[config.mk]
export PLATFORM = sky130hd
export DESIGN_NAME = key_value_command_tokenizer_unit_flat
export DESIGN_NICKNAME = d
export VERILOG_FILES = /design/src/rtl/core/kvct_pkg.sv /design/src/rtl/core/kvct_in_if.sv /design/src/rtl/core/kvct_out_if.sv /design/src/rtl/core/key_value_command_tokenizer_unit.sv /design/src/rtl/core/kvct_parse.sv /design/src/flat_wrapper.sv
export SDC_FILE = /design/constraint.sdc
export NUM_CORES = 1
export LEC_CHECK = 0
export BUFFER_PORTS_ARGS = -buffer_cell sky130_fd_sc_hd__buf_2
export CORE_MARGIN = 2
export CORE_UTILIZATION = 25
export CTS_CLUSTER_DIAMETER = 40
export DETAILED_ROUTE_END_ITERATION = 8
export PLACE_DENSITY_LB_ADDON = 0.1
export SLEW_MARGIN = 0
export SYNTH_ARGS = -nofsm -noshare
export SYNTH_HDL_FRONTEND = slang
export SYNTH_SLANG_ARGS = --single-unit
[constraint.sdc]
create_clock -name clk -period 5.3 [get_ports clk]
set_input_delay 0.265 -clock clk [delete_from_list [all_inputs] [get_ports clk]]
set_output_delay 0.265 -clock clk [all_outputs]
set_load 0.1 [all_outputs]
[src/rtl/core/kvct_pkg.sv]
// Shared types, codes and character constants of the key/value command tokenizer.
package kvct_pkg;

  // Parser modes.
  localparam logic [2:0] MODE_BETWEEN  = 3'd0;
  localparam logic [2:0] MODE_KEY      = 3'd1;
  localparam logic [2:0] MODE_AFTER_EQ = 3'd2;
  localparam logic [2:0] MODE_UVAL     = 3'd3;
  localparam logic [2:0] MODE_QVAL     = 3'd4;

  // Progress of the key against the literal "mid".
  localparam logic [2:0] KM_EMPTY = 3'd0;
  localparam logic [2:0] KM_MID   = 3'd3;
  localparam logic [2:0] KM_OTHER = 3'd4;

  // Phases of the decimal number reader.
  localparam logic [1:0] NUM_SPACE  = 2'd0;
  localparam logic [1:0] NUM_DIGITS = 2'd1;
  localparam logic [1:0] NUM_DONE   = 2'd2;

  // Byte roles.
  localparam logic [1:0] ROLE_SEP   = 2'd0;
  localparam logic [1:0] ROLE_KEY   = 2'd1;
  localparam logic [1:0] ROLE_VALUE = 2'd2;
  localparam logic [1:0] ROLE_END   = 2'd3;

  // Characters the parser looks for.
  localparam logic [7:0] CHAR_NUL   = 8'h00;
  localparam logic [7:0] CHAR_TAB   = 8'h09;
  localparam logic [7:0] CHAR_CR    = 8'h0D;
  localparam logic [7:0] CHAR_SPACE = 8'h20;
  localparam logic [7:0] CHAR_QUOTE = 8'h22;
  localparam logic [7:0] CHAR_PLUS  = 8'h2B;
  localparam logic [7:0] CHAR_MINUS = 8'h2D;
  localparam logic [7:0] CHAR_ZERO  = 8'h30;
  localparam logic [7:0] CHAR_NINE  = 8'h39;
  localparam logic [7:0] CHAR_SEMI  = 8'h3B;
  localparam logic [7:0] CHAR_EQ    = 8'h3D;
  localparam logic [7:0] CHAR_LC_D  = 8'h64;
  localparam logic [7:0] CHAR_LC_I  = 8'h69;
  localparam logic [7:0] CHAR_LC_M  = 8'h6D;

  // Width of the index and count fields on the result channel.
  localparam int IdxW = 4;

  // Parser state that does not depend on the parameter count limit.
  typedef struct packed {
    logic [2:0]  mode;
    logic [2:0]  key_match;
    logic [31:0] id_accum;
    logic        id_negative;
    logic [1:0]  number_phase;
    logic        error_seen;
    logic [31:0] message_id;
  } parse_state_t;

  localparam parse_state_t STATE_RESET = '0;

  // One result of the parser.
  typedef struct packed {
    logic [1:0]        byte_role;
    logic [IdxW-1:0]   param_index;
    logic              param_closed;
    logic              param_withdrawn;
    logic              line_done;
    logic              line_error;
    logic [IdxW-1:0]   param_count;
    logic signed [31:0] message_id;
  } result_t;

endpackage

[src/rtl/core/kvct_in_if.sv]
// Input channel of the tokenizer: one line byte per request.
interface kvct_in_if;
  logic       valid;
  logic       ready;
  logic [7:0] char_byte;

  modport source (output valid, output char_byte, input ready);
  modport sink (input valid, input char_byte, output ready);
endinterface

[src/rtl/core/kvct_out_if.sv]
// Result channel of the tokenizer: one result per line byte.
interface kvct_out_if;
  logic               valid;
  logic               ready;
  logic [1:0]         byte_role;
  logic [3:0]         param_index;
  logic               param_closed;
  logic               param_withdrawn;
  logic               line_done;
  logic               line_error;
  logic [3:0]         param_count;
  logic signed [31:0] message_id;

  modport source (output valid, output byte_role, output param_index, output param_closed,
                  output param_withdrawn, output line_done, output line_error,
                  output param_count, output message_id, input ready);
  modport sink (input valid, input byte_role, input param_index, input param_closed,
                input param_withdrawn, input line_done, input line_error,
                input param_count, input message_id, output ready);
endinterface

[src/rtl/core/key_value_command_tokenizer_unit.sv]
// Top level of the key/value command tokenizer.
//
// The chars channel takes one command-line byte per request; a zero byte
// ends the line. The tokens channel returns exactly one result per byte, in
// order: the byte's role, its parameter index, whether it closed a kept or a
// withdrawn ("mid") parameter, and, on the terminating zero, the line status,
// the kept parameter count and the last message id.
//
// A byte accepted into the input register is parsed into the result register,
// from which its result is offered. The block takes one byte every cycle
// while the receiver takes results; the parser state loop is combinational
// logic between the input register and the result register.
//
// Reset clears both registers' valid flags and the parser state, which
// starts between parameters of an empty line. When the receiver holds ready
// low, the result register holds its request and the input register keeps
// one more byte; after that chars.ready falls until the result is taken.
module key_value_command_tokenizer_unit import kvct_pkg::*; #(
  parameter int MAX_PARAMS = 16
) (
  input  logic       clk,
  input  logic       rst,
  kvct_in_if.sink    chars,
  kvct_out_if.source tokens
);

  localparam int CntW = $clog2(MAX_PARAMS + 1);

  logic            stage_valid;
  logic [7:0]      stage_byte;
  logic            out_valid;
  result_t         out_result;
  parse_state_t    state;
  parse_state_t    state_next;
  logic [CntW-1:0] kept_count;
  logic [CntW-1:0] kept_count_next;
  result_t         result;
  logic            advance;
  logic            step;

  // Pipeline flow: the result register moves when empty or taken.
  assign advance     = !out_valid || tokens.ready;
  assign step        = stage_valid && advance;
  assign chars.ready = !stage_valid || advance;

  kvct_parse #(
    .MAX_PARAMS (MAX_PARAMS)
  ) u_parse (
    .state           (state),
    .kept_count      (kept_count),
    .char_byte       (stage_byte),
    .state_next      (state_next),
    .kept_count_next (kept_count_next),
    .result          (result)
  );

  // Control and parser state.
  always_ff @(posedge clk) begin
    if (rst) begin
      stage_valid <= 1'b0;
      out_valid   <= 1'b0;
      state       <= STATE_RESET;
      kept_count  <= '0;
    end else begin
      if (chars.ready) begin
        stage_valid <= chars.valid;
      end
      if (advance) begin
        out_valid <= stage_valid;
      end
      if (step) begin
        state      <= state_next;
        kept_count <= kept_count_next;
      end
    end
  end

  // Payload registers.
  always_ff @(posedge clk) begin
    if (chars.valid && chars.ready) begin
      stage_byte <= chars.char_byte;
    end
    if (step) begin
      out_result <= result;
    end
  end

  assign tokens.valid           = out_valid;
  assign tokens.byte_role       = out_result.byte_role;
  assign tokens.param_index     = out_result.param_index;
  assign tokens.param_closed    = out_result.param_closed;
  assign tokens.param_withdrawn = out_result.param_withdrawn;
  assign tokens.line_done       = out_result.line_done;
  assign tokens.line_error      = out_result.line_error;
  assign tokens.param_count     = out_result.param_count;
  assign tokens.message_id      = out_result.message_id;

  // A byte never both keeps and withdraws a parameter.
  assert property (@(posedge clk) disable iff (rst)
    out_valid |-> !(out_result.param_closed && out_result.param_withdrawn))
    else $error("result both closes and withdraws a parameter");

  // Line status fields are only set on the line end, and an error carries no count.
  assert property (@(posedge clk) disable iff (rst)
    (out_valid && !out_result.line_done) |->
      (!out_result.line_error && out_result.param_count == '0 &&
       out_result.message_id == '0))
    else $error("line status set on a byte that is not the line end");

  assert property (@(posedge clk) disable iff (rst)
    (out_valid && out_result.line_error) |-> out_result.param_count == '0)
    else $error("erroneous line reports a parameter count");

  // The kept count never passes the limit.
  assert property (@(posedge clk) disable iff (rst)
    int'(kept_count) <= MAX_PARAMS)
    else $error("kept parameter count beyond the limit");

  // A line end leaves the parser in its fresh-line state.
  assert property (@(posedge clk) disable iff (rst)
    (step && stage_byte == CHAR_NUL) |=>
      (kept_count == '0 && state == STATE_RESET))
    else $error("parser state not cleared after line end");

endmodule

[src/rtl/core/kvct_parse.sv]
// Next-state and result logic of the tokenizer for one line byte.
module kvct_parse import kvct_pkg::*; #(
  parameter int  MAX_PARAMS = 16,
  localparam int CntW = $clog2(MAX_PARAMS + 1)
) (
  input  parse_state_t    state,
  input  logic [CntW-1:0] kept_count,
  input  logic [7:0]      char_byte,
  output parse_state_t    state_next,
  output logic [CntW-1:0] kept_count_next,
  output result_t         result
);

  // Match one more key byte against "mid".
  function automatic logic [2:0] key_feed(logic [2:0] km, logic [7:0] c);
    logic [7:0] want;
    case (km)
      3'd0:    want = CHAR_LC_M;
      3'd1:    want = CHAR_LC_I;
      default: want = CHAR_LC_D;
    endcase
    if (km < KM_MID && c == want) begin
      key_feed = km + 3'd1;
    end else begin
      key_feed = KM_OTHER;
    end
  endfunction

  // Feed one value byte into the signed decimal reader.
  function automatic parse_state_t number_feed(parse_state_t s, logic [7:0] c);
    parse_state_t r;
    logic         digit;
    logic [31:0]  dval;
    r     = s;
    digit = (c >= CHAR_ZERO) && (c <= CHAR_NINE);
    dval  = 32'(c - CHAR_ZERO);
    case (s.number_phase)
      NUM_SPACE: begin
        if (c == CHAR_SPACE || (c >= CHAR_TAB && c <= CHAR_CR)) begin
          r.number_phase = NUM_SPACE;
        end else if (c == CHAR_PLUS || c == CHAR_MINUS) begin
          r.id_negative  = (c == CHAR_MINUS);
          r.number_phase = NUM_DIGITS;
        end else if (digit) begin
          r.id_accum     = dval;
          r.number_phase = NUM_DIGITS;
        end else begin
          r.number_phase = NUM_DONE;
        end
      end
      NUM_DIGITS: begin
        if (digit) begin
          r.id_accum = (s.id_accum << 3) + (s.id_accum << 1) + dval;
        end else begin
          r.number_phase = NUM_DONE;
        end
      end
      default: r.number_phase = s.number_phase;
    endcase
    number_feed = r;
  endfunction

  logic            is_nul;
  logic            is_space;
  logic            is_eq;
  logic            is_quote;
  logic            close_kept;
  logic            close_valued;
  logic            set_error;
  logic            withdrawn;
  logic [1:0]      role;
  logic [CntW-1:0] kept_inc;
  logic            max_hit;
  parse_state_t    nx;
  logic [CntW-1:0] kept_nx;

  assign is_nul   = (char_byte == CHAR_NUL);
  assign is_space = (char_byte == CHAR_SPACE);
  assign is_eq    = (char_byte == CHAR_EQ);
  assign is_quote = (char_byte == CHAR_QUOTE);
  assign kept_inc = kept_count + 1'b1;
  assign max_hit  = (int'(kept_inc) >= MAX_PARAMS);

  // Mode decisions, then parameter closing, then the end-of-line wrap-up.
  always_comb begin
    nx           = state;
    kept_nx      = kept_count;
    role         = ROLE_SEP;
    close_kept   = 1'b0;
    close_valued = 1'b0;
    set_error    = 1'b0;
    withdrawn    = 1'b0;

    if (state.error_seen) begin
      role = ROLE_END;
    end else begin
      case (state.mode)
        MODE_BETWEEN: begin
          if (is_nul) begin
            role = ROLE_END;
          end else if (is_eq) begin
            nx.key_match    = KM_EMPTY;
            nx.id_accum     = '0;
            nx.id_negative  = 1'b0;
            nx.number_phase = NUM_SPACE;
            nx.mode         = MODE_AFTER_EQ;
          end else if (!is_space) begin
            nx.key_match = key_feed(KM_EMPTY, char_byte);
            role         = ROLE_KEY;
            nx.mode      = MODE_KEY;
          end
        end
        MODE_KEY: begin
          if (is_nul || is_space) begin
            role       = is_nul ? ROLE_END : ROLE_SEP;
            close_kept = 1'b1;
            nx.mode    = MODE_BETWEEN;
          end else if (is_eq) begin
            nx.id_accum     = '0;
            nx.id_negative  = 1'b0;
            nx.number_phase = NUM_SPACE;
            nx.mode         = MODE_AFTER_EQ;
          end else begin
            nx.key_match = key_feed(state.key_match, char_byte);
            role         = ROLE_KEY;
          end
        end
        MODE_AFTER_EQ: begin
          if (is_nul || is_space || char_byte == CHAR_SEMI) begin
            role      = ROLE_END;
            set_error = 1'b1;
          end else if (is_quote) begin
            nx.mode = MODE_QVAL;
          end else if (is_eq) begin
            close_valued = 1'b1;
          end else begin
            nx      = number_feed(state, char_byte);
            role    = ROLE_VALUE;
            nx.mode = MODE_UVAL;
          end
        end
        MODE_UVAL: begin
          if (is_nul || is_space || is_eq) begin
            role         = is_nul ? ROLE_END : ROLE_SEP;
            close_valued = 1'b1;
          end else begin
            nx   = number_feed(state, char_byte);
            role = ROLE_VALUE;
          end
        end
        default: begin
          // Quoted value; codes that are never used behave the same way.
          if (is_nul) begin
            role      = ROLE_END;
            set_error = 1'b1;
          end else if (is_quote) begin
            close_valued = 1'b1;
          end else begin
            nx   = number_feed(state, char_byte);
            role = ROLE_VALUE;
          end
        end
      endcase
    end

    // A valued "mid" parameter is withdrawn, anything else is kept.
    if (close_valued) begin
      if (state.key_match == KM_MID) begin
        nx.message_id = state.id_negative ? (32'd0 - state.id_accum) : state.id_accum;
        withdrawn     = 1'b1;
      end else begin
        close_kept = 1'b1;
      end
      nx.mode = MODE_BETWEEN;
    end

    if (close_kept) begin
      kept_nx = kept_inc;
      if (max_hit) begin
        set_error = 1'b1;
      end
    end

    if (set_error) begin
      nx.error_seen = 1'b1;
    end

    result.byte_role       = role;
    result.param_index     = IdxW'(kept_count);
    result.param_closed    = close_kept;
    result.param_withdrawn = withdrawn;
    result.line_done       = is_nul;
    result.line_error      = is_nul && nx.error_seen;
    result.param_count     = (is_nul && !nx.error_seen) ? IdxW'(kept_nx) : '0;
    result.message_id      = is_nul ? nx.message_id : '0;

    // The terminating zero starts a fresh line.
    if (is_nul) begin
      nx      = STATE_RESET;
      kept_nx = '0;
    end

    state_next      = nx;
    kept_count_next = kept_nx;
  end

endmodule
[src/flat_wrapper.sv]
// flat-port wrapper written by rule: the top's interface ports become plain ports
module key_value_command_tokenizer_unit_flat import kvct_pkg::*;
#(
  parameter int MAX_PARAMS = 16
)
  (clk, rst, chars_valid, chars_char_byte, chars_ready, tokens_valid, tokens_byte_role, tokens_param_index, tokens_param_closed, tokens_param_withdrawn, tokens_line_done, tokens_line_error, tokens_param_count, tokens_message_id, tokens_ready);
  kvct_in_if chars_i ();
  kvct_out_if tokens_i ();
  input  logic clk;
  input  logic rst;
  input wire logic [$bits(chars_i.valid)-1:0] chars_valid;
  input wire logic [$bits(chars_i.char_byte)-1:0] chars_char_byte;
  output wire logic [$bits(chars_i.ready)-1:0] chars_ready;
  output wire logic [$bits(tokens_i.valid)-1:0] tokens_valid;
  output wire logic [$bits(tokens_i.byte_role)-1:0] tokens_byte_role;
  output wire logic [$bits(tokens_i.param_index)-1:0] tokens_param_index;
  output wire logic [$bits(tokens_i.param_closed)-1:0] tokens_param_closed;
  output wire logic [$bits(tokens_i.param_withdrawn)-1:0] tokens_param_withdrawn;
  output wire logic [$bits(tokens_i.line_done)-1:0] tokens_line_done;
  output wire logic [$bits(tokens_i.line_error)-1:0] tokens_line_error;
  output wire logic [$bits(tokens_i.param_count)-1:0] tokens_param_count;
  output wire logic [$bits(tokens_i.message_id)-1:0] tokens_message_id;
  input wire logic [$bits(tokens_i.ready)-1:0] tokens_ready;
  assign chars_i.valid = chars_valid;
  assign chars_i.char_byte = chars_char_byte;
  assign chars_ready = chars_i.ready;
  assign tokens_valid = tokens_i.valid;
  assign tokens_byte_role = tokens_i.byte_role;
  assign tokens_param_index = tokens_i.param_index;
  assign tokens_param_closed = tokens_i.param_closed;
  assign tokens_param_withdrawn = tokens_i.param_withdrawn;
  assign tokens_line_done = tokens_i.line_done;
  assign tokens_line_error = tokens_i.line_error;
  assign tokens_param_count = tokens_i.param_count;
  assign tokens_message_id = tokens_i.message_id;
  assign tokens_i.ready = tokens_ready;
  key_value_command_tokenizer_unit #(.MAX_PARAMS(MAX_PARAMS)) u_core (.clk(clk), .rst(rst), .chars(chars_i), .tokens(tokens_i));
endmodule
---- After elaboration in Yosys (flattened, before gate mapping) ----
Index checks and enable logic that the tools add are counted.
operators by class
  $lt $le $gt $ge ......................... 6
  reduce and logical (&&, ||, !) cells .... 32
  add/subtract/negate cells ............... 6
  equal/unequal tests ..................... 33
  mux-type cells .......................... 85
operators by type and width
  cell                     number
  $mux W74                 5
  $mux W32                 6
  $pmux W41 S4             1
  $mux W68                 2
  $pmux W32 S2             2
  $pmux W33 S3             1
  $mux W8                  9
  $mux W71                 1
  $add A32 B32 Y32         2
  $eq A8 B6 Y1 const B     6
  $mux W41                 1
  $mux W38                 1
  $mux W35                 1
  $mux W33                 1
  $sub A1 B32 Y32 const A  1
  $mux W2                  13
  $mux W1                  25
  $ne A3 B3 Y1 const B     8
  $reduce_and A8 Y1        3
  $mux W3                  7
  $reduce_and A9 Y1        2
  $eq A8 B8 Y1             2
  $ne A5 B5 Y1 const B     3
  $mux W6                  2
  35 further kinds         57
word-level totals
  bits of input ports ..................... 12
  word-level logic and storage cells ...... 182
  output and inout port bits .............. 48
  flip-flop bits (word level) ............. 135

---- Logic depth before layout (Yosys ltp) ----
  depth in word-level cells ............... 16
  mapped depth ............................ 16
  gate-level depth less buffers ........... 15

---- Hierarchy ----
Synthesis repeated with hierarchy kept, for this count alone.
unflattened totals
  cell total of the unflattened synthesis .. 1414
  area, all modules ....................... 11777.5 sq um
modules (own cells, without submodules)
  module                            area each (sq um)  instances  seq. area each (sq um)  cells an instance
  kvct_parse                        6454.9             1          0.0                     1008
  key_value_command_tokenizer_unit  5322.6             1          3243.1                  406

---- Least setup slack after synthesis ----
OpenSTA, ideal clock, no wires.
  path type ............................... register to register
  start point ............................. register u_core.stage_byte[6]
  end point ............................... register, netlist name u_core.state[67]
  arrival time ............................ 5717 ps
  setup slack ............................. -474 ps
  stages on the path, launching flop included .. 14
  clock period less this slack ............ 5774 ps
  path buffers ............................ 2
  cell sequence ........................... edfxtp_1 clkbuf_8 or2_2 nor2_1 fa_1 ha_1 clkbuf_1 nand2_1 or4_1 o311ai_0 a31oi_1 xnor2_1 a221oi_1 a21o_1
between the ends
  cells in the longest elaborated chain, start to end .. 12
  elaborated cells between the ends (all ways) .. 47
  those cells by class .................... 2 x add/sub; 4 x order compare; 14 x eq/ne; 18 x mux; 9 x reduce/logical
RTL lines
  item                                                                       RTL line                                source
  from (decl)                                                                key_value_command_tokenizer_unit.sv:30  logic [7:0] stage_byte;
  from (signal assigned)                                                     key_value_command_tokenizer_unit.sv:81  stage_byte <= chars.char_byte;
  parallel branches: the longest is 12 deep, another holds $add A32 B32 Y32  --
Parallel ways; which one is timed is not known. The select of a mux whose other input is x is not followed.
A chain may end at the register's enable or synchronous reset.

---- Worst setup path in the final report ----
  start point ............................. register u_core.stage_byte[6]
  end point ............................... register, netlist name u_core.state[67]
between the ends
  cells in the longest elaborated chain, start to end .. 12
  elaborated cells between the ends (all ways) .. 47
  those cells by class .................... 2 x add/sub; 4 x order compare; 14 x eq/ne; 18 x mux; 9 x reduce/logical
RTL lines
  item
  parallel branches: the longest is 12 deep, another holds $add A32 B32 Y32
Parallel ways; which one is timed is not known. The select of a mux whose other input is x is not followed.

==> results.ini <==
[pwr]
ir_worst_vdd_v=0.0002200
leakagePower_uw=0.004659
switching_power_uw=804.6
pwr_dens_nw_per_um2=227.1
comb_power_share_pct=13.9
clock_power_share_pct=44.5
p_int_uw=1884
power.share.sequential_pct=41.6
switching_share_pct=29.92

[detailed_routing]
number_of_violations_reported_at_the_end_of_detailed_routing_iteration_0=868
detailroute.via_count=9568
remaining_drc_errors=0
antenna_violating_nets_post_route=0
drtPass1Iterations=5
postRouteWirelength_um=36470
route.detailed.wl_per_inst_um=19.98
drt-vias-per-instance=5.243

[die]
boundaryPins=60
die_h_um=208.4
core_area_sq_um=41020
fp.dieArea_sq_um=43440
die_width_um=208.4
initial_core_util_pct=25.47
row_cnt=74

[timing]
final.period_utilization_pct=87.63
hold_viol=0
timing.final.crit_period_ps=4645
skew_ps=14.32
timing.fmax_ghz=0.2153
setup-violations-final=0
relSlewSlack_pct=29.26
grt_setup_unrepaired=false
hold-worst-slack_ps=57.65
setup-tns-final_ps=0
worst-slew-pin-transition_ps=1061
slew_violations=0

[finish]
syn_to_final_growth_pct=13.34
layout_commonest_cell=nor2_1
most-common-layout-cells=140 x nor2_1, 133 x nand2_1, 111 x a21oi_1
final_nets=1362
antenna-diode-count=0
layout_cells_sized_above_1_pct=12.76

[worst_setup_path]
startpoint=u_core.stage_byte[6]
worst-path-buf-inv=0
critical-path-max-stage-delay_ps=560
timing_worst_setup_path_type=reg -> reg
critical_path.max_fanout=14
cp-end-kind=register
rrSetupSlack_ps=660
worst_path_max_delay_cell=edfxtp_1
critical_path.top_delay_family=compound AO/OA/AOI/OAI gates
crit_chain=or2_2 -> nor2_4 -> fa_1 -> ha_1 -> nand4_1 -> nor2_1 -> a21boi_0 -> nor2_1 -> o311ai_0 -> a31oi_1 -> xnor2_1 -> a221oi_1 -> a21o_1
cp_common_cell=nor2_1
rr_startpoint=u_core.stage_byte[6]
worst-endpoint-required_ps=5680
arrival_ps=5030
crit_path_start_kind=register

[placement]
hpwl_um=27240
gp_congestion=0.8231
portBuffers=59

[cts]
longest_clk_path_bufs=2
number_of_instances_resized_during_post_cts_repair=0
cts_tree=built
htreeDepth=4
clock_sink_count=135
clock_tree.root_cell=clkbuf_16
cts_made_buffers=17
clk_transition_reported_paths_ps=70
clk-insertion-delay-late_ps=440

[global_routing]
globalRouteOverflowTotal=0
global_route_wire_length_before_repair_um=57690
grt_max_degree=50
initial_antenna_violation_count=0
first_global_vias=9306
groute.usage.overall_pct=17.09

[yosys]
yosys.cell_types.count=95
ys.flop_type=dfxtp_1
yosys.area.top_type=dfxtp_1
postSynthNetCount=1330
syn_avg_cell_area_sq_um=8.370
synth-edff-count=54
synthesis.instances=1248
synthArstFlopShare_pct=0
synth_seq_cells=135
ys_seq_area_share_pct=31.05
syn-cell-area_sq_um=10450
synth_top_area_share_pct=15.52
synthTopCellsByArea=dfxtp_1 16%, edfxtp_1 16%, fa_1 5.6%
yosysWarningCount=0

[min_path]
worst_hold_path_type=in -> reg
min_from=chars_valid

[outcome]
result_of_the_run=complete, no violations

[flow_run]
drv.max_cap_violation_count=0

[power by group through the flow]
stage | Clock, uW | Combinational [uW] | Sequential (uW)
floorplan | 0 | 182 | 1240
global placement | 0 | 371 | 1140
detailed placement | 0 | 367 | 1140
CTS | 1230 | 372 | 1120
global route | 1280 | 401 | 1120
finish | 1200 | 373 | 1120
[flip-flops by register name, summed over array words and instances (netlist names), 2 cells and up]
register / cells
u_core.kept_count: 5
u_core.stage_byte: 8
u_core.state: 74
u_core.tokens.byte_role: 2
u_core.tokens.message_id: 32
u_core.tokens.param_count: 4
u_core.tokens.param_index: 4
[cell families after synthesis]
logic type | count (synthesis) | share of synthesized area [%]
multiplexers | 5 | 0.4791
AND/OR/NAND/NOR | 432 | 20.00
XOR/XNOR | 59 | 4.947
buffers and inverters | 121 | 5.665
flip-flops | 135 | 31.05
AO/OA/AOI/OAI | 426 | 27.39
adder cells (fa/ha/maj) | 70 | 10.47
[synthesized netlist by cell type (4+ instances only)]
cell type  instances
o2111ai_1          7
o311ai_0           4
o21a_1             5
o21ai_0           81
nand3b_1           4
edfxtp_1          54
clkbuf_1          55
inv_1             36
buf_2             12
nor2_1           141
a21oi_1          111
or2b_2             4
fa_1              29
a2bb2oi_1          9
a31oi_1            7
o211ai_1          12
nand2_1          133
nand3_1           18
clkbuf_8           9
a21o_1            33
and2_1            12
a22oi_1           26
o21ai_1            6
nor3_1            30
or4_1              7
a211oi_1          26
or3_1              6
or2_2             10
nor4_1             7
a221oi_1          11
ha_1              41
dfxtp_1           81
mux2i_1            5
xnor2_1           30
o22ai_1            7
nand2b_1          11
o31ai_1           17
xor2_1            29
and3_1             6
nand4_1            8
a21boi_0           5
o41ai_1            6
a221o_1            7
nor2b_1            5
[worst register-to-register path: stages (launching register included)]
cell	delay, ps
edfxtp_1	560
or2_2	400
nor2_4	520
fa_1	530
ha_1	430
nand4_1	150
nor2_1	110
a21boi_0	340
nor2_1	210
o311ai_0	560
a31oi_1	200
xnor2_1	160
a221oi_1	300
a21o_1	110
[per-stage QoR]
stage	std cells	setup slack, ps	total power, uW	cell area (sq um)	utilization, %
4_1_cts	1824	603.8	2723	11830	28.84
5_1_grt	1825	155.1	2801	11840	28.87
6_report	1825	655.4	2689	11840	28.87
2_1_floorplan	1248	391.8	1418	10450	-
3_3_place_gp	1785	728.4	1513	11180	27.27
3_5_place_dp	1785	643.0	1509	11180	27.27
[final timing paths]
kind	end	depth (start not counted)
hold / removal	u_core.stage_valid	3
hold reg to reg	u_core.state[5]	2
setup reg to reg	u_core.state[67]	13
setup / recovery	u_core.state[67]	13
[cell type report]
| type | count | area (sq um) |
|---|---|---|
| Timing Repair Buffer | 95 | 585.6 |
| Clock inverter | 14 | 147.6 |
| Clock buffer | 18 | 429.2 |
| Inverter | 39 | 146.4 |
| Tap cell | 532 | 665.6 |
| Multi-Input combinational cell | 992 | 6623 |
| Fill cell | 4357 | 29180 |
| Sequential cell | 135 | 3243 |
[layer usage]
layer	part of all wire [%]	GRT usage, %	up-vias
li1	-	-	4649
met1	50	24.88	4643
met2	44	25.94	239
met3	4.1	2.430	37
met4	2.0	5.259	0
met5	0	0	-
[what timing repair did]
action	4_1_cts	5_1_grt
endpoints found under the hold margin	7	1
hold buffers	7	1
setup buffers	0	0
(Power assumes the default switching activity.)
